[src/rtl/core/glc_pkg.sv]
// ----------------------------------------------------------------------------
// glc_pkg
// Shared constants, codes and control/status types of the guidance lightbar
// controller core.
// ----------------------------------------------------------------------------
package glc_pkg;

	// Bar geometry
	localparam int NUM_PIXELS = 35;
	localparam int PIX_W      = 6;
	localparam int CENTRE     = (NUM_PIXELS - 1) / 2;
	localparam int LVL_W      = $clog2(CENTRE + 1);
	localparam logic [PIX_W-1:0] LAST_PIX   = PIX_W'(NUM_PIXELS - 1);
	localparam logic [PIX_W-1:0] CENTRE_PIX = PIX_W'(CENTRE);

	// Event codes
	localparam logic [1:0] OP_LINK   = 2'd0;
	localparam logic [1:0] OP_MSG    = 2'd1;
	localparam logic [1:0] OP_TICK   = 2'd2;
	localparam logic [1:0] OP_BUTTON = 2'd3;

	// Status codes
	localparam logic [1:0] MODE_NO_LINK  = 2'd0;
	localparam logic [1:0] MODE_NO_DATA  = 2'd1;
	localparam logic [1:0] MODE_AUTO_OFF = 2'd2;
	localparam logic [1:0] MODE_GUIDING  = 2'd3;

	// Pixel colour codes
	localparam logic [2:0] COL_BLACK  = 3'd0;
	localparam logic [2:0] COL_RED    = 3'd1;
	localparam logic [2:0] COL_GREEN  = 3'd2;
	localparam logic [2:0] COL_BLUE   = 3'd3;
	localparam logic [2:0] COL_YELLOW = 3'd4;

	// Configuration register indexes
	localparam logic [2:0] CFG_UNITS_PER_PIXEL = 3'd0;
	localparam logic [2:0] CFG_MSG_TIMEOUT     = 3'd1;
	localparam logic [2:0] CFG_REFRESH_PERIOD  = 3'd2;
	localparam logic [2:0] CFG_BRIGHT_STEP     = 3'd3;
	localparam logic [2:0] CFG_BRIGHT_FLOOR    = 3'd4;

	// Configuration reset values
	localparam logic [6:0]  RST_UNITS_PER_PIXEL = 7'd4;
	localparam logic [15:0] RST_MSG_TIMEOUT     = 16'd2000;
	localparam logic [15:0] RST_REFRESH_PERIOD  = 16'd1000;
	localparam logic [7:0]  RST_BRIGHT_STEP     = 8'd25;
	localparam logic [7:0]  RST_BRIGHT_FLOOR    = 8'd20;
	localparam logic [7:0]  RST_BRIGHTNESS      = 8'd128;

	// Message format
	localparam logic [31:0] HEADER_MAGIC  = 32'h8081_7FFE;
	localparam logic [7:0]  AUTO_OFF_BYTE = 8'd255;
	localparam logic [8:0]  DIST_OFFSET   = 9'd127;
	localparam logic [15:0] AGE_MAX       = 16'hFFFF;

	// Divider: one quotient bit per step over the 7-bit error magnitude
	localparam int DIV_STEPS = 7;
	localparam int DIV_CNT_W = $clog2(DIV_STEPS + 1);

	// Commands from controller to datapath
	typedef struct packed {
		logic load;    // capture the accepted event
		logic apply;   // update state, start the divider
		logic emit;    // load the next pixel into the output register
	} glc_cmd_t;

	// Status from datapath to controller
	typedef struct packed {
		logic send;      // the applied event calls for a frame
		logic div_done;  // quotient is ready
		logic out_free;  // output register can take a pixel
		logic pix_last;  // next pixel is the final one of the frame
	} glc_status_t;

endpackage

[src/rtl/core/glc_ctrl.sv]
// ----------------------------------------------------------------------------
// glc_ctrl
// Sequencer of the lightbar core: accepts one event, has it applied, and for a
// frame waits for the bar level and steps it out one pixel at a time.
// ----------------------------------------------------------------------------
module glc_ctrl
	import glc_pkg::*;
(
	input  logic        clk,
	input  logic        arst_n,
	input  logic        in_valid,
	output logic        in_stall,
	output glc_cmd_t    cmd,
	input  glc_status_t status
);

	typedef enum logic [3:0] {
		ST_IDLE  = 4'b0001,
		ST_APPLY = 4'b0010,
		ST_DIV   = 4'b0100,
		ST_EMIT  = 4'b1000
	} glc_state_t;

	glc_state_t state_q, state_d;

	// Take a transaction only between events
	assign in_stall  = (state_q != ST_IDLE);
	assign cmd.load  = in_valid && (state_q == ST_IDLE);
	assign cmd.apply = (state_q == ST_APPLY);
	assign cmd.emit  = (state_q == ST_EMIT) && status.out_free;

	// Next state
	always_comb begin
		state_d = state_q;
		case (state_q)
			ST_IDLE: begin
				if (in_valid) state_d = ST_APPLY;
			end
			ST_APPLY: begin
				state_d = status.send ? ST_DIV : ST_IDLE;
			end
			ST_DIV: begin
				if (status.div_done) state_d = ST_EMIT;
			end
			ST_EMIT: begin
				if (status.out_free && status.pix_last) state_d = ST_IDLE;
			end
			default: begin
				state_d = ST_IDLE;
			end
		endcase
	end

	always_ff @(posedge clk or negedge arst_n) begin
		if (!arst_n) begin
			state_q <= ST_IDLE;
		end else begin
			state_q <= state_d;
		end
	end

	// A pixel is never loaded before the level is known
	a_emit_after_div: assert property (@(posedge clk) disable iff (!arst_n)
		cmd.emit |-> status.div_done)
		else $error("pixel emitted before divider finished");

	// Every apply is followed by a frame or a return to idle
	a_apply_next: assert property (@(posedge clk) disable iff (!arst_n)
		(state_q == ST_APPLY) |=> (state_q == ST_DIV) || (state_q == ST_IDLE))
		else $error("bad state after apply");

	// Frame ends by going idle on the final pixel
	a_frame_end: assert property (@(posedge clk) disable iff (!arst_n)
		cmd.emit && status.pix_last |=> (state_q == ST_IDLE))
		else $error("frame did not end after final pixel");

endmodule

[src/rtl/core/glc_dp.sv]
// ----------------------------------------------------------------------------
// glc_dp
// Datapath of the lightbar core: configuration registers, status and error
// state, age counters, brightness, a bit-serial divider for the bar level
// and the pixel generator with its output register.
// ----------------------------------------------------------------------------
module glc_dp
	import glc_pkg::*;
(
	input  logic              clk,
	input  logic              arst_n,
	// configuration
	input  logic              cfg_we,
	input  logic [2:0]        cfg_index,
	input  logic [15:0]       cfg_data,
	// event payload
	input  logic [1:0]        op,
	input  logic              link_up,
	input  logic [31:0]       header_word,
	input  logic [7:0]        distance_byte,
	// result channel
	output logic              out_valid,
	input  logic              out_stall,
	output logic [PIX_W-1:0]  pixel_index,
	output logic [2:0]        pixel_colour,
	output logic [7:0]        brightness,
	output logic [1:0]        mode,
	output logic              frame_last,
	// controller link
	input  glc_cmd_t          cmd,
	output glc_status_t       status
);

	// Configuration
	logic [6:0]  upp_q;
	logic [15:0] timeout_q;
	logic [15:0] period_q;
	logic [7:0]  step_q;
	logic [7:0]  floor_q;

	// Captured event
	logic [1:0]  ev_op_q;
	logic        ev_up_q;
	logic [31:0] ev_hdr_q;
	logic [7:0]  ev_dist_q;

	// State
	logic [1:0]        mode_q, prev_mode_q;
	logic              link_q;
	logic signed [7:0] err_q, prev_err_q;
	logic [15:0]       msg_age_q, refresh_age_q;
	logic [7:0]        bright_q;

	// Next-state values of one event
	logic [1:0]        mode_n;
	logic              link_n;
	logic signed [7:0] err_n;
	logic [15:0]       msg_age_n, refresh_age_n;
	logic [7:0]        bright_n, bright_diff;
	logic [8:0]        dist_off;
	logic              send_n;

	// Divider
	logic [DIV_CNT_W-1:0] div_cnt_q;
	logic [6:0]           quot_q, rem_q;
	logic [6:0]           divisor;
	logic [7:0]           err_mag_n;
	logic [8:0]           trial;

	// Pixel generator
	logic [PIX_W-1:0] pix_q;
	logic [LVL_W-1:0] lvl_mag;
	logic             lvl_neg;
	logic [PIX_W-1:0] lo_pix, hi_pix;
	logic [2:0]       colour_n;

	// Output register
	logic             out_valid_q;
	logic [PIX_W-1:0] out_idx_q;
	logic [2:0]       out_col_q;
	logic [7:0]       out_bright_q;
	logic [1:0]       out_mode_q;
	logic             out_last_q;

	// Write configuration registers
	always_ff @(posedge clk or negedge arst_n) begin
		if (!arst_n) begin
			upp_q     <= RST_UNITS_PER_PIXEL;
			timeout_q <= RST_MSG_TIMEOUT;
			period_q  <= RST_REFRESH_PERIOD;
			step_q    <= RST_BRIGHT_STEP;
			floor_q   <= RST_BRIGHT_FLOOR;
		end else if (cfg_we) begin
			case (cfg_index)
				CFG_UNITS_PER_PIXEL: upp_q     <= cfg_data[6:0];
				CFG_MSG_TIMEOUT:     timeout_q <= cfg_data;
				CFG_REFRESH_PERIOD:  period_q  <= cfg_data;
				CFG_BRIGHT_STEP:     step_q    <= cfg_data[7:0];
				CFG_BRIGHT_FLOOR:    floor_q   <= cfg_data[7:0];
				default: ;
			endcase
		end
	end

	// Capture the accepted event
	always_ff @(posedge clk) begin
		if (cmd.load) begin
			ev_op_q   <= op;
			ev_up_q   <= link_up;
			ev_hdr_q  <= header_word;
			ev_dist_q <= distance_byte;
		end
	end

	// Apply the event, then the timeout, then the frame test
	always_comb begin
		mode_n        = mode_q;
		link_n        = link_q;
		err_n         = err_q;
		msg_age_n     = msg_age_q;
		refresh_age_n = refresh_age_q;
		bright_n      = bright_q;
		dist_off      = {1'b0, ev_dist_q} - DIST_OFFSET;
		bright_diff   = bright_q - step_q;
		case (ev_op_q)
			OP_LINK: begin
				if (ev_up_q != link_q) begin
					mode_n = ev_up_q ? MODE_NO_DATA : MODE_NO_LINK;
					link_n = ev_up_q;
				end
			end
			OP_MSG: begin
				if (link_q && (ev_hdr_q == HEADER_MAGIC)) begin
					msg_age_n = '0;
					if (ev_dist_q == AUTO_OFF_BYTE) begin
						err_n  = '0;
						mode_n = MODE_AUTO_OFF;
					end else begin
						err_n  = signed'(dist_off[7:0]);
						mode_n = MODE_GUIDING;
					end
				end
			end
			OP_TICK: begin
				if (msg_age_q != AGE_MAX) msg_age_n = msg_age_q + 16'd1;
				if (refresh_age_q != AGE_MAX) refresh_age_n = refresh_age_q + 16'd1;
			end
			OP_BUTTON: begin
				bright_n = (bright_diff < floor_q) ? floor_q : bright_diff;
			end
			default: ;
		endcase
		if (link_n && (msg_age_n > timeout_q)) mode_n = MODE_NO_DATA;
		send_n = (err_n != prev_err_q) || (mode_n != prev_mode_q) ||
			(refresh_age_n > period_q);
	end

	// Commit the event
	always_ff @(posedge clk or negedge arst_n) begin
		if (!arst_n) begin
			mode_q        <= MODE_NO_LINK;
			prev_mode_q   <= MODE_NO_LINK;
			link_q        <= 1'b0;
			err_q         <= '0;
			prev_err_q    <= '0;
			msg_age_q     <= '0;
			refresh_age_q <= '0;
			bright_q      <= RST_BRIGHTNESS;
		end else if (cmd.apply) begin
			mode_q    <= mode_n;
			link_q    <= link_n;
			err_q     <= err_n;
			msg_age_q <= msg_age_n;
			bright_q  <= bright_n;
			if (send_n) begin
				refresh_age_q <= '0;
				prev_mode_q   <= mode_n;
				prev_err_q    <= err_n;
			end else begin
				refresh_age_q <= refresh_age_n;
			end
		end
	end

	// Divide the error magnitude by units per pixel, one bit per cycle
	assign err_mag_n = err_n[7] ? 8'(-err_n) : 8'(err_n);
	assign divisor   = (upp_q == '0) ? 7'd1 : upp_q;
	assign trial     = {1'b0, rem_q, quot_q[6]} - {2'b00, divisor};

	always_ff @(posedge clk or negedge arst_n) begin
		if (!arst_n) begin
			div_cnt_q <= '0;
		end else if (cmd.apply) begin
			div_cnt_q <= DIV_CNT_W'(DIV_STEPS);
		end else if (div_cnt_q != '0) begin
			div_cnt_q <= div_cnt_q - 1'b1;
		end
	end

	always_ff @(posedge clk) begin
		if (cmd.apply) begin
			quot_q <= err_mag_n[6:0];
			rem_q  <= '0;
		end else if (div_cnt_q != '0) begin
			if (!trial[8]) begin
				rem_q  <= trial[6:0];
				quot_q <= {quot_q[5:0], 1'b1};
			end else begin
				rem_q  <= {rem_q[5:0], quot_q[6]};
				quot_q <= {quot_q[5:0], 1'b0};
			end
		end
	end

	// Clamp the level to the half width of the bar
	assign lvl_mag = (quot_q > 7'(CENTRE)) ? LVL_W'(CENTRE) : quot_q[LVL_W-1:0];
	assign lvl_neg = err_q[7];
	assign lo_pix  = CENTRE_PIX - PIX_W'(lvl_mag);
	assign hi_pix  = CENTRE_PIX + PIX_W'(lvl_mag);

	// Colour of the current pixel
	always_comb begin
		colour_n = COL_BLACK;
		if (mode_q == MODE_GUIDING) begin
			if (lvl_mag == '0) begin
				if (pix_q == CENTRE_PIX) colour_n = COL_YELLOW;
			end else if (lvl_neg) begin
				if ((pix_q >= lo_pix) && (pix_q < CENTRE_PIX)) colour_n = COL_GREEN;
			end else begin
				if ((pix_q > CENTRE_PIX) && (pix_q <= hi_pix)) colour_n = COL_RED;
			end
		end else if ((pix_q == '0) || (pix_q == LAST_PIX)) begin
			case (mode_q)
				MODE_NO_LINK: colour_n = COL_RED;
				MODE_NO_DATA: colour_n = COL_BLUE;
				default:      colour_n = COL_GREEN;
			endcase
		end
	end

	// Advance the pixel counter
	always_ff @(posedge clk or negedge arst_n) begin
		if (!arst_n) begin
			pix_q <= '0;
		end else if (cmd.apply) begin
			pix_q <= '0;
		end else if (cmd.emit) begin
			pix_q <= pix_q + 1'b1;
		end
	end

	// Output register: load a pixel or drop it once taken
	always_ff @(posedge clk or negedge arst_n) begin
		if (!arst_n) begin
			out_valid_q <= 1'b0;
		end else if (cmd.emit) begin
			out_valid_q <= 1'b1;
		end else if (!out_stall) begin
			out_valid_q <= 1'b0;
		end
	end

	always_ff @(posedge clk) begin
		if (cmd.emit) begin
			out_idx_q    <= pix_q;
			out_col_q    <= colour_n;
			out_bright_q <= bright_q;
			out_mode_q   <= mode_q;
			out_last_q   <= (pix_q == LAST_PIX);
		end
	end

	assign out_valid    = out_valid_q;
	assign pixel_index  = out_idx_q;
	assign pixel_colour = out_col_q;
	assign brightness   = out_bright_q;
	assign mode         = out_mode_q;
	assign frame_last   = out_last_q;

	// Status to the controller
	assign status.send     = send_n;
	assign status.div_done = (div_cnt_q == '0);
	assign status.out_free = !out_valid_q || !out_stall;
	assign status.pix_last = (pix_q == LAST_PIX);

	// A sent frame restarts the refresh age
	a_refresh_clear: assert property (@(posedge clk) disable iff (!arst_n)
		cmd.apply && send_n |=> (refresh_age_q == '0) && (prev_mode_q == mode_q))
		else $error("frame decision not committed");

	// Pixel counter stays within the bar, or one past it once a frame is out
	a_pix_range: assert property (@(posedge clk) disable iff (!arst_n)
		pix_q <= PIX_W'(NUM_PIXELS))
		else $error("pixel counter out of range");

	// The final pixel carries the frame end mark
	a_last_mark: assert property (@(posedge clk) disable iff (!arst_n)
		cmd.emit && (pix_q == LAST_PIX) |=> out_valid_q && out_last_q)
		else $error("final pixel lacks frame end mark");

endmodule

[src/rtl/core/guidance_lightbar_controller_core.sv]
// ----------------------------------------------------------------------------
// guidance_lightbar_controller_core
// Lightbar controller: tracks link, guidance messages, ms ticks and button
// presses, and sends a frame of pixel colours on a picture change or refresh.
// ----------------------------------------------------------------------------
// An event is taken when in_valid is high and in_stall is low. Every event
// is applied in the cycle after it is taken. When a frame is due, a
// bit-serial divider forms the bar level in 7 quotient steps and hands it
// over; then the frame leaves through the output register one pixel per
// cycle while out_stall is low, NUM_PIXELS pixels ending with frame_last.
// Configuration writes are taken at any time and should be made only while
// no event is in progress.
// ----------------------------------------------------------------------------
module guidance_lightbar_controller_core
	import glc_pkg::*;
(
	input  logic              clk,
	input  logic              arst_n,
	// configuration
	input  logic              cfg_we,
	input  logic [2:0]        cfg_index,
	input  logic [15:0]       cfg_data,
	// event channel
	input  logic              in_valid,
	output logic              in_stall,
	input  logic [1:0]        op,
	input  logic              link_up,
	input  logic [31:0]       header_word,
	input  logic [7:0]        distance_byte,
	// pixel channel
	output logic              out_valid,
	input  logic              out_stall,
	output logic [PIX_W-1:0]  pixel_index,
	output logic [2:0]        pixel_colour,
	output logic [7:0]        brightness,
	output logic [1:0]        mode,
	output logic              frame_last
);

	glc_cmd_t    cmd;
	glc_status_t status;

	glc_ctrl u_ctrl (
		.clk      (clk),
		.arst_n   (arst_n),
		.in_valid (in_valid),
		.in_stall (in_stall),
		.cmd      (cmd),
		.status   (status)
	);

	glc_dp u_dp (
		.clk           (clk),
		.arst_n        (arst_n),
		.cfg_we        (cfg_we),
		.cfg_index     (cfg_index),
		.cfg_data      (cfg_data),
		.op            (op),
		.link_up       (link_up),
		.header_word   (header_word),
		.distance_byte (distance_byte),
		.out_valid     (out_valid),
		.out_stall     (out_stall),
		.pixel_index   (pixel_index),
		.pixel_colour  (pixel_colour),
		.brightness    (brightness),
		.mode          (mode),
		.frame_last    (frame_last),
		.cmd           (cmd),
		.status        (status)
	);

endmodule
[config.mk]
export PLATFORM = sky130hd
export DESIGN_NAME = guidance_lightbar_controller_core
export DESIGN_NICKNAME = d
export VERILOG_FILES = /design/src/rtl/core/glc_pkg.sv /design/src/rtl/core/glc_ctrl.sv /design/src/rtl/core/glc_dp.sv /design/src/rtl/core/guidance_lightbar_controller_core.sv
export SDC_FILE = /design/constraint.sdc
export NUM_CORES = 1
export LEC_CHECK = 0
export BUFFER_PORTS_ARGS = -buffer_cell sky130_fd_sc_hd__buf_2
export CAP_MARGIN = 20
export CORE_UTILIZATION = 66
export CTS_CLUSTER_DIAMETER = 80
export CTS_CLUSTER_SIZE = 40
export DETAILED_ROUTE_END_ITERATION = 10
export PLACE_DENSITY_LB_ADDON = 0.2
export SLEW_MARGIN = 5
export SYNTH_ARGS = -nofsm -noshare
export SYNTH_HDL_FRONTEND = slang
export SYNTH_HIERARCHICAL = 1
export SYNTH_SLANG_ARGS = --single-unit
[constraint.sdc]
create_clock -name clk -period 14.3 [get_ports clk]
set_input_delay 1.43 -clock clk [delete_from_list [all_inputs] [get_ports clk]]
set_output_delay 1.43 -clock clk [all_outputs]
set_load 0.02 [all_outputs]
== Yosys cells after proc, flatten, opt, wreduce, memory -nomap -nowiden ==
Index checks and enable logic that the tools add are counted.
Cells by class
  $add $sub $neg: 10
  mux-type cells: 44
  reductions and logical operators: 31
  magnitude comparators: 8
  equality and inequality tests: 27
Operator list (number)
  $mux 16: 5
  $mux 7: 5
  $add 16x1->16 const B: 2
  $eq 32x32->1 const B: 1
  $gt 16x16->1: 2
  $mux 8: 4
  $ne 16x16->1 const B: 2
  $pmux 16 s2: 1
  $mux 3: 8
  $pmux 4 s4: 1
  $reduce_and 2->1: 7
  $mux 4: 3
  $mux 6: 2
  $sub 8x7->9: 1
  $eq 8x8->1 const B: 1
  $lt 8x8->1: 1
  $mux 1: 8
  $mux 2: 4
  $ne 8x8->1: 1
  $pmux 2 s2: 2
  $sub 8x7->8 const B: 1
  $sub 8x8->8: 1
  $gt 7x5->1 const B: 1
  $logic_and 1x1->1: 7
  other kinds (36): 49
Storage, ports and cells
  flip-flop bits (word level): 207
  word-level logic and storage cells: 148
  output and inout port bits: 22
  bits of input ports: 67

== Depth between registers and ports, before layout ==
Gate-level depths: netlist of the first run.
  depth in word-level cells: 12
  depth in mapped cells: 24
  depth with buffers taken out: 20

== By module ==
Netlist of the first run, hierarchy kept.
By module, submodules not included
  glc_dp: area an instance 11534.8 um2, times used 1, cells each 1147, seq. area each 5418.9 um2
  glc_ctrl: area an instance 240.2 um2, times used 1, cells each 22, seq. area each 101.3 um2

== Worst setup path after synthesis of the first run ==
Ideal clock, no wire load.
  path kind: register to register
  start point: reg u_dp.msg_age_q[7]
  end point: reg u_ctrl.state_q[0]
  path buffers: 5
  cell stages (with the launch flop): 25
  arrival time: 5.069 ns
  required time: 14.211 ns
  path slack: 9.141 ns
  cell sequence: dfrtp_1 > clkbuf_1 > and4_1 > clkbuf_1 > nand4_1 > or2_2 > clkbuf_1 > nand3_1 > nor2_1 > xnor2_1 > o21ai_0 > ha_1 > nand4_1 > or4_1 > o21a_1 > o31a_2 > or3_4 > a221oi_4 > and3_1 > buf_6 > inv_8 > buf_4 > and3b_1 > o311a_1 > o32ai_2
On the way
  longest elaborated chain between the ends: 11
  elaborated cells on any way between the ends: 13
  those cells by class: add/sub: 1; order compare: 1; eq/ne: 2; mux: 6; reduce/logical: 3
Ends and longest elaborated chain
  start, declared: line glc_dp.sv:51  | logic [15:0] msg_age_q, refresh_age_q;
  start signal, assigned: line glc_dp.sv:173  | msg_age_q <= msg_age_n;
  $add 16x1->16 / $ne 16x16->1 (equally long branches): line glc_dp.sv:145  | if (msg_age_q != AGE_MAX) msg_age_n = msg_age_q + 16'd1;
  $mux 16 (*): line glc_dp.sv:145
  $pmux 16 s2 (*): line glc_dp.sv:125  | case (ev_op_q)
  via u_dp.msg_age_n[10]: line glc_dp.sv:58  | logic [15:0] msg_age_n, refresh_age_n;
  $gt 16x16->1 (*): line glc_dp.sv:153  | if (link_n && (msg_age_n > timeout_q)) mode_n = MODE_NO_DATA;
  $logic_and 1x1->1 (*): line glc_dp.sv:153
  $mux 2 (*): line glc_dp.sv:153
  $ne 2x2->1 (*): line glc_dp.sv:154  | send_n = (err_n != prev_err_q) || (mode_n != prev_mode_q) ||
  $logic_or 1x1->1 (*) (2 in a row): line glc_dp.sv:154
  via u_dp.send_n: line glc_dp.sv:61  | logic send_n;
  $mux 3 (*): line glc_ctrl.sv:40  | state_d = status.send ? ST_DIV : ST_IDLE;
  $pmux 4 s4 (*): line glc_ctrl.sv:35  | case (state_q)
  end signal, assigned: line glc_ctrl.sv:58  | state_q <= state_d;
  end, declared: line glc_ctrl.sv:24  | glc_state_t state_q, state_d;
The timed path passes the listed nets; every way through them passes the cells marked *.
A chain may end at the register's enable or synchronous reset.

==> flow_metrics.tcl, run 1 <==
set metrics [dict create \
    status "complete, no violations" \
    fmax_mhz 176.0 \
    postRouteWirelength_um 25100 \
    hold_buffers 0 \
    cts_setup_buffers 0 \
    pwr-share-seq 0.410 \
    p_sw_frac 0.3798 \
    stdcell_area_um2 12830 \
    detail-route-antenna-nets 0 \
    area_delta_synth_final_pct 8.979 \
    dr_wl_met3_um 1192 \
    final_cells 1470 \
    synth_fp_nets 1321 \
    tightest_slew_ns 1.141 \
    syn_area_um2 11780 \
    synth-main-ff-cell "dfrtp_1" \
    ys_types 87 \
    insertion_delay_ns 0.50 \
    clock-sinks 207 \
    holdCritPathClass "reg -> reg" \
    netlist.area_leader.share 0.2338 \
    core_um2 17360 \
    max_cap_viol_count 0 \
    p_leak_uw 0.005548 \
    crit_type "reg -> reg" \
    grt_max_degree 84 \
    track_usage 0.2835 \
    synth_warnings 6 \
    grt_pass1_vias 8657 \
    synth_top_family_by_area "simple AND/OR/NAND/NOR gates" \
    io_pins 89 \
    fp.dieH_um 135.6 \
    dieArea_um2 18380 \
    die_x_um 135.6 \
    power.density_nw_per_um2 163.5 \
    finalWorstSetupSlack_ns 8.618 \
    max_slew_margin 0.2294 \
    wire_per_inst_um 17.08 \
    dr.pass1.iters 5 \
    crit_path_start_kind "flip-flop" \
    drtIter0Drc 633 \
    end_kind "flip-flop" \
    highest_layer "met4" \
    p_int_uw 1301 \
    clkPwrFrac 0.180 \
    place_ws_ns 8.653 \
    hold_ws_ns 0.4840 \
    synthTopCellsByArea "dfrtp_1 (23%), edfxtp_1 (18%), ha_1 (8.8%)" \
    cp.arrival_ns 6.10 \
    path_max_fanout 12 \
    drc 0 \
    synth_mux_area_frac 0.05324 \
    min_period_ns 5.682 \
    layout_common_cells "nand2_1 (129), dfrtp_1 (110), o21ai_0 (100)" \
    p_comb_frac 0.410 \
    finalSetupTns_ns 0 \
    cts-resized-gates 0 \
    synth_compound_area_frac 0.1460 \
    fill_cells 1235 \
    place_inst 1447 \
    cts-root-buf "clkbuf_16" \
    yosysSeqAreaShare 0.4688 \
    area.sequential_um2 5520 \
    placement.io_buffers 88 \
    syn_inst 1169 \
    synth-simple-area-share 0.1592 \
    h-tree-depth 1 \
    rsz0062_at_grt "false" \
    ir_drop_uv 155.3 \
    clkSlewWorstSetupHoldPaths_ns 0.12 \
    required_ns 14.71 \
    diodes 0 \
    grt_antenna_before_repair 0 \
    cts_buffer_depth 3 \
    synth-edff-count 70 \
    ys_ff_latch 207 \
    cts_tree "done" \
    synth_area_per_cell_um2 10.07 \
    drv_slew 0 \
    synth_fa_ha_area_frac 0.09159 \
    power_switching_uw 796.9 \
    drive_above_1_share 0.1614 \
    mostFrequentLayoutCell "nand2_1" \
    synth_xor_area_frac 0.03570 \
    dr_total_vias 9029 \
    viasPerCell 6.142 \
    cts_buffers 12 \
    initial_core_util 0.6784 \
    ys_async_sr_fraction 0.6280 \
    hpwl_um 17920 \
    met2_length_um 12280 \
    gp_congestion 0.8568 \
    rows 48 \
    grt_overflow_total 0 \
    finalHoldViolCount 0 \
    setup_viol 0 \
    clock_skew_ns 0.04730 \
    m1WireLength_um 11040 \
    nets 1391 \
    place_area_um2 12390 \
    yosys.area.top_type "dfrtp_1" \
    multi_input_area_um2 5733 \
    min_period_over_period 0.3973 \
    grt_pass1_wl_um 41730 \
]
## registers in the layout, summed over array words and instances (netlist names), 8 cells and up
name / flops
u_dp/ev_hdr_q: 32
u_dp/msg_age_q: 16
u_dp/period_q: 16
u_dp/refresh_age_q: 16
u_dp/timeout_q: 16
u_dp/bright_q: 8
u_dp/brightness: 8
u_dp/err_q: 8
u_dp/ev_dist_q: 8
u_dp/floor_q: 8
u_dp/prev_err_q: 8
u_dp/step_q: 8
## power by group through the flow
stage / combinational, uW / clock, uW / sequential [uW]
floorplan: 647 / 0 / 842
global placement: 785 / 0 / 864
detailed placement: 826 / 0 / 871
CTS: 833 / 387 / 860
global route: 958 / 406 / 876
finish: 859 / 377 / 861
## metrics by stage
step | util | power, uW
CTS | 0.7362 | 2080
global route | 0.7393 | 2240
detailed placement | 0.7139 | 1697
global placement | 0.7139 | 1649
finish | 0.7393 | 2098
floorplan | - | 1489
## worst paths after layout
check / cells past startpoint / end / start / slack, ns
setup / recovery: 19 / u_ctrl/state_q[0] / u_dp/ev_hdr_q[29] / 8.62
hold / removal: 2 / u_dp/rem_q[1] / u_dp/rem_q[1] / 0.48
setup reg to reg: 19 / u_ctrl/state_q[0] / u_dp/ev_hdr_q[29] / 8.62
hold reg to reg: 2 / u_dp/rem_q[1] / u_dp/rem_q[1] / 0.48
max in group asynchronous: 3 / u_dp/timeout_q[9] / arst_n / 12.12
min in group asynchronous: 1 / u_dp/pix_q[5] / arst_n / 0.96
## metal layers
| layer | global-route usage | up-vias |
|---|---|---|
| met5 | 0 | - |
| met4 | 0.07928 | 0 |
| met3 | 0.03479 | 50 |
| met2 | 0.4850 | 271 |
| met1 | 0.3793 | 4395 |
| li1 | - | 4313 |
## area by class of cell
cell class,instances,share of cell area
Multi-Input combinational cell,825,0.4468
Sequential cell,207,0.4302
Timing Repair Buffer,97,0.04232
Inverter,96,0.02867
Clock buffer,15,0.02594
Tap cell,225,0.02194
Clock inverter,5,0.004193
## worst max-delay path: stages (launching register included)
cell and delay (ns):
edfxtp_1 0.38, or4b_4 0.55, nor4_4 0.35, nand3_1 0.14, nand2_1 0.12, nand2_1 0.27
o21ai_0 0.25, o31ai_1 0.11, ha_1 0.34, nand4_1 0.13, or4_1 0.56, o21a_1 0.21
o31a_2 0.17, or3_4 0.41, a221oi_4 0.31, and3_1 0.46, inv_8 0.10, and3b_1 0.19
o311a_1 0.33, o32ai_2 0.24
## logic make-up (layout without fill, tap and decap cells)
kind of cell,after synthesis,in the layout
mux,58,58
flops,207,207
xor+xnor,48,48
simple gates,367,367
compound gates,267,267
buf+inv,137,213
fa+ha+maj,85,85
## Yosys cell counts, types with 10 or more instances
cell,count
dfstp_2,20
nor2b_1,16
nor2_1,76
nor3_1,15
o21ai_0,100
ha_1,83
a21oi_1,57
nand3_1,22
a31oi_1,13
nand2b_1,10
mux2_2,33
o21a_1,13
and3_1,11
nand4_1,21
xnor2_1,29
nand2_1,129
mux2i_1,24
edfxtp_1,70
dfrtp_1,110
xor2_1,19
inv_1,94
and2_1,11
clkbuf_1,34
Note: power is estimated with default switching activity, not from simulation.
==> run 2: changes to the inputs <==
Settings changed: CORE_UTILIZATION 66 to 55.
Clock period 14.3 ns to 4.9 ns, I/O delays scaled along.
==> run 2 against run 1 <==
  * Largest cell class unchanged
  * Maximum frequency rose by 17%
  * The flow now finishes with violations (negative hold slack)
  * Count of clock-buffer cells in the layout decreased by 2
  * Via count fell by 3.8%
  * Setup slack got worse by 8.6 ns
==> flow_metrics.tcl, run 2 (synthesis results as in run 1) <==
set metrics [dict create \
    status "finished, violations left" \
    violations "negative hold slack" \
    setup_viol 0 \
    power_switching_uw 2311 \
    drtIter0Drc 445 \
    place_inst 1517 \
    finalHoldViolCount 2 \
    crit_path_start_kind "flip-flop" \
    clock_skew_ns 0.02656 \
    final_cells 1539 \
    placement.io_buffers 88 \
    grt_pass1_wl_um 40260 \
    cts_tree "done" \
    clkPwrFrac 0.188 \
    detail-route-antenna-nets 0 \
    area.sequential_um2 5520 \
    gp_congestion 0.8495 \
    hold_buffers 0 \
    p_sw_frac 0.3741 \
    viasPerCell 5.646 \
    ir_drop_uv 315.5 \
    fmax_mhz 206.8 \
    wire_per_inst_um 15.83 \
    tightest_slew_ns 0.9254 \
    fp.dieH_um 148.3 \
    cts_buffers 13 \
    regMostFlops "u_dp/ev_hdr_q" \
    dr_total_vias 8689 \
    min_period_ns 4.836 \
    final_util 0.6226 \
    layout_common_cells "nand2_1 (127), dfrtp_1 (110), o21ai_0 (98)" \
    hold_ws_ns -0.0001575 \
    p_int_uw 3867 \
    power.density_nw_per_um2 472.0 \
    nets 1410 \
    postRouteWirelength_um 24370 \
    pwr-share-seq 0.405 \
    hpwl_um 17880 \
    p_comb_frac 0.407 \
    mostFrequentLayoutCell "nand2_1" \
    drv_slew 0 \
    grt_antenna_before_repair 0 \
    drc 0 \
    dieArea_um2 22000 \
    rows 53 \
    dr.pass1.iters 5 \
    rsz0062_at_grt "true" \
    cts-root-buf "clkbuf_16" \
    required_ns 5.31 \
    diodes 0 \
    multi_input_area_um2 5768 \
    largest_reg_flops 32 \
    io_pins 89 \
    insertion_delay_ns 0.48 \
    end_kind "flip-flop" \
    area_delta_synth_final_pct 11.15 \
    crit_type "reg -> reg" \
    drive_above_1_share 0.1820 \
    initial_core_util 0.5601 \
    grt_max_degree 84 \
    grt_pass1_vias 8212 \
    track_usage 0.2263 \
    h-tree-depth 1 \
    clkSlewWorstSetupHoldPaths_ns 0.11 \
    fill_cells 1766 \
    cts_buffer_depth 3 \
    path_max_fanout 5 \
    p_total_uw 6178 \
    place_area_um2 12610 \
    clock-sinks 207 \
    grt_overflow_total 0 \
    min_period_over_period 0.9869 \
    holdCritPathClass "in -> async" \
    cp.arrival_ns 5.24 \
    core_um2 21020 \
    p_leak_uw 0.005653 \
    stdcell_area_um2 13090 \
    die_x_um 148.3 \
    max_slew_margin 0.3824 \
    max_cap_viol_count 0 \
]
==> run 2: path summary, 6_finish.rpt <==
| check | from | end | slack (ns) | cells after the start |
|---|---|---|---|---|
| setup / recovery | u_dp/ev_hdr_q[29] | u_ctrl/state_q[0] | 0.06 | 19 |
| hold / removal | arst_n | u_dp/pix_q[1] | -0.0002 | 1 |
| setup reg to reg | u_dp/ev_hdr_q[29] | u_ctrl/state_q[0] | 0.06 | 19 |
| hold reg to reg | u_dp/rem_q[1] | u_dp/rem_q[1] | 0.48 | 2 |
| max in group asynchronous | arst_n | u_dp/msg_age_q[10] | 3.86 | 2 |
| min in group clk | in_valid | u_ctrl/state_q[0] | 0.17 | 2 |
==> run 2: through the flow <==
| step | setup TNS (ns) | setup slack (ns) |
|---|---|---|
| after floorplan | 0 | 0.02322 |
| after global placement | 0 | 0.04581 |
| after detailed placement | -0.04517 | -0.04517 |
| after CTS | 0 | 0.003016 |
| after global routing | -0.1749 | -0.1705 |
| final | 0 | 0.06402 |
==> run 2: cell type report <==
class | count | share of cell area
inverter | 96 | 0.02811
clock buffer | 13 | 0.02486
multi-input combinational | 825 | 0.4407
timing repair buffer | 115 | 0.05029
tap | 275 | 0.02629
sequential | 207 | 0.4218
clock inverter | 8 | 0.007935
==> run 2: power groups by stage <==
stage | clock [uW] | sequential, uW | combinational, uW
global route | 1250 | 2550 | 2820
detailed placement | 0 | 2540 | 2470
global placement | 0 | 2530 | 2400
CTS | 1200 | 2500 | 2480
floorplan | 0 | 2460 | 1900
finish | 1160 | 2500 | 2510
==> run 2: routing by layer <==
metal | share of wire | vias up | wire length, um | track usage
met5 | 0 | - | 0 | 0
met4 | 0.018 | 0 | 438 | 0.05309
met3 | 0.036 | 23 | 874 | 0.02515
met2 | 0.47 | 161 | 11450 | 0.3768
met1 | 0.48 | 4159 | 11610 | 0.3178
li1 | - | 4346 | - | -
==> run 2: what timing repair did <==
action / CTS / global route
setup buffers: 0 / 0
endpoints found under the setup margin: 1 / 10
gates resized for setup: 2 / 8
==> run 2: worst max-delay path: stages (launching register included) <==
cell      delay [ns]
edfxtp_1        0.37
or4b_4          0.55
nor4_4          0.18
nand3_1         0.12
nand2_2         0.11
and2_4          0.17
nand2_1         0.05
a22o_1          0.21
ha_1            0.30
nand4_1         0.15
or4_4           0.58
o21a_1          0.20
o31a_2          0.12
or3_4           0.39
a221oi_4        0.25
and3_4          0.27
inv_8           0.03
and3b_1         0.15
o311a_1         0.33
o32ai_2         0.24
==> run 3: changes to the inputs <==
Settings changed: PLACE_DENSITY set to 0.77, PLACE_DENSITY_LB_ADDON 0.2 to not set.
==> run 3 against run 2 <==
  * The run now ends clean
  * First-iteration DRC count shrank 11%
  * Register-to-register slack about the same
  * Largest cell class unchanged
  * Global-route usage shrank 0.47 points
==> flow_metrics.tcl, run 3 (synthesis results as in run 1) <==
set metrics [dict create \
    status "complete, no violations" \
    nets 1411 \
    grt_antenna_before_repair 0 \
    fmax_mhz 207.4 \
    layout_common_cells "nand2_1 (126), dfrtp_1 (110), o21ai_0 (98)" \
    power_switching_uw 2258 \
    met1_usage 0.3102 \
    crit_chain "or4b_4 -> nor4_4 -> nand3_1 -> nand2_2 -> and2_4 -> nand2_2 -> a22o_1 -> ha_4 -> nand4_1 -> or4_4 -> o21a_1 -> o31a_2 -> or3_4 -> a221oi_4 -> and3_4 -> inv_8 -> and3b_1 -> o311a_1 -> o32ai_2" \
    globalRoute.busiestLayer "met2" \
    dr_total_vias 8713 \
    rows 53 \
    placement.io_buffers 88 \
    io_pins 89 \
    r2r_slack_ns 0.08 \
    tightest_slew_ns 0.9540 \
    place_inst 1518 \
    rsz0062_at_grt "true" \
    drv_slew 0 \
    min_period_ns 4.821 \
    grt_pass1_wl_um 39600 \
    cts_buffer_depth 3 \
    final_cells 1540 \
    path_max_fanout 5 \
    p_int_uw 3859 \
    holdCritPathClass "in -> async" \
    min_period_over_period 0.9839 \
    power.density_nw_per_um2 467.3 \
    drive_above_1_share 0.1818 \
    clock-sinks 207 \
    clkPwrFrac 0.182 \
    postRouteWirelength_um 23960 \
    end_kind "flip-flop" \
    met3_usage 0.03098 \
    area_delta_synth_final_pct 11.17 \
    mostFrequentLayoutCell "nand2_1" \
    p_comb_frac 0.410 \
    largest_reg_flops 32 \
    crit_path_frequent_cell "nand2_2" \
    stdcell_area_um2 13090 \
    place_area_um2 12610 \
    clock_skew_ns 0.02496 \
    cts_tree "done" \
    hpwl_um 17480 \
    track_usage 0.2216 \
    hold_buffers 0 \
    insertion_delay_ns 0.49 \
    fp.dieH_um 148.3 \
    pwr-share-seq 0.408 \
    detail-route-antenna-nets 0 \
    worst_path_largest_cell_delay_ns 0.56 \
    cp.arrival_ns 5.23 \
    viasPerCell 5.658 \
    gp_congestion 0.8852 \
    diodes 0 \
    cts-root-buf "clkbuf_16" \
    dieArea_um2 22000 \
    h-tree-depth 1 \
    finalHoldViolCount 0 \
    wire_per_inst_um 15.56 \
    initial_core_util 0.5601 \
    p_sw_frac 0.3691 \
    required_ns 5.31 \
    max_cap_viol_count 0 \
    p_leak_uw 0.005656 \
    ir_drop_uv 337.0 \
    crit_path_start_kind "flip-flop" \
    max_slew_margin 0.3581 \
    crit_type "reg -> reg" \
    cts_buffers 12 \
    grt_max_degree 84 \
    drtIter0Drc 397 \
    cp_slowest_cell "or4b_4" \
    grt_pass1_vias 8078 \
    grt_overflow_total 0 \
    regMostFlops "u_dp/ev_hdr_q" \
    dr.pass1.iters 5 \
    clkSlewWorstSetupHoldPaths_ns 0.11 \
    drc 0 \
    die_x_um 148.3 \
    met2_usage 0.3653 \
    setup_viol 0 \
    core_um2 21020 \
]
-- run 3: cell types whose count changed in the layout (fill, tap and decap cells not counted), moves of 2 or more --
cell    before  now
buf_4       27   29
inv_6        0    2
nor4_2       2    0
nor4_1       4    6
inv_8        3    1
-- run 3: worst paths after layout --
check | cells past startpoint | endpoint | startpoint
min in group clk | 2 | u_ctrl/state_q[0] | in_valid
min | 1 | u_dp/msg_age_q[14] | arst_n
min reg2reg | 1 | u_dp/div_cnt_q[2] | u_dp/div_cnt_q[2]
max | 19 | u_ctrl/state_q[0] | u_dp/ev_hdr_q[30]
max in group asynchronous | 2 | u_dp/bright_q[5] | arst_n
max reg2reg | 19 | u_ctrl/state_q[0] | u_dp/ev_hdr_q[30]
-- run 3: critical path: cells and delay by family, from the launching register on --
family          cells  cell delay (ns)
flops               1             0.37
simple gates       11             2.79
compound gates      6             1.29
fa+ha+maj           1             0.27
buf+inv             1             0.03
-- run 3: layout make-up --
type                       instances  area (um^2)
clock buffer                      14        329.1
tap                              275        344.1
sequential                       207         5520
inverter                          96        367.9
timing repair buffer             117        680.7
clock inverter                     6        75.07
fill                            1704         7931
multi-input combinational        825         5773
-- run 3: power groups by stage --
stage	Combinational (uW)	Clock [uW]	Sequential, uW
2_1_floorplan	1900	0	2460
3_3_place_gp	2380	0	2520
3_5_place_dp	2450	0	2530
4_1_cts	2470	1160	2500
5_1_grt	2830	1210	2540
6_report	2510	1110	2500
-- run 3: routing by layer --
layer	share of wire	wire length, um	up-vias
li1	-	-	4344
met1	0.47	11230	4152
met2	0.47	11340	188
met3	0.042	997	29
met4	0.016	394	0
met5	0	0	-
-- run 3: what timing repair did --
item / CTS / global route
buffers inserted: 0 / 1
endpoints found under the setup margin: 1 / 8
resized for setup: 1 / 10
hold endpoints to repair: 0 / 0
pin swaps: 0 / 13
-- run 3: through the flow --
step             util  total power (uW)  hold WS [ns]  setup slack, ns  setup TNS [ns]
2_1_floorplan       -              4357        0.1944          0.02322               0
3_5_place_dp   0.6000              4987        0.4634         -0.04431        -0.04431
4_1_cts        0.6194              6131       0.06486        0.0001656               0
6_report       0.6227              6117       0.04920          0.07875               0
5_1_grt        0.6227              6581       0.09824          -0.1187         -0.1245
3_3_place_gp   0.6000              4902        0.4617          0.02813               0
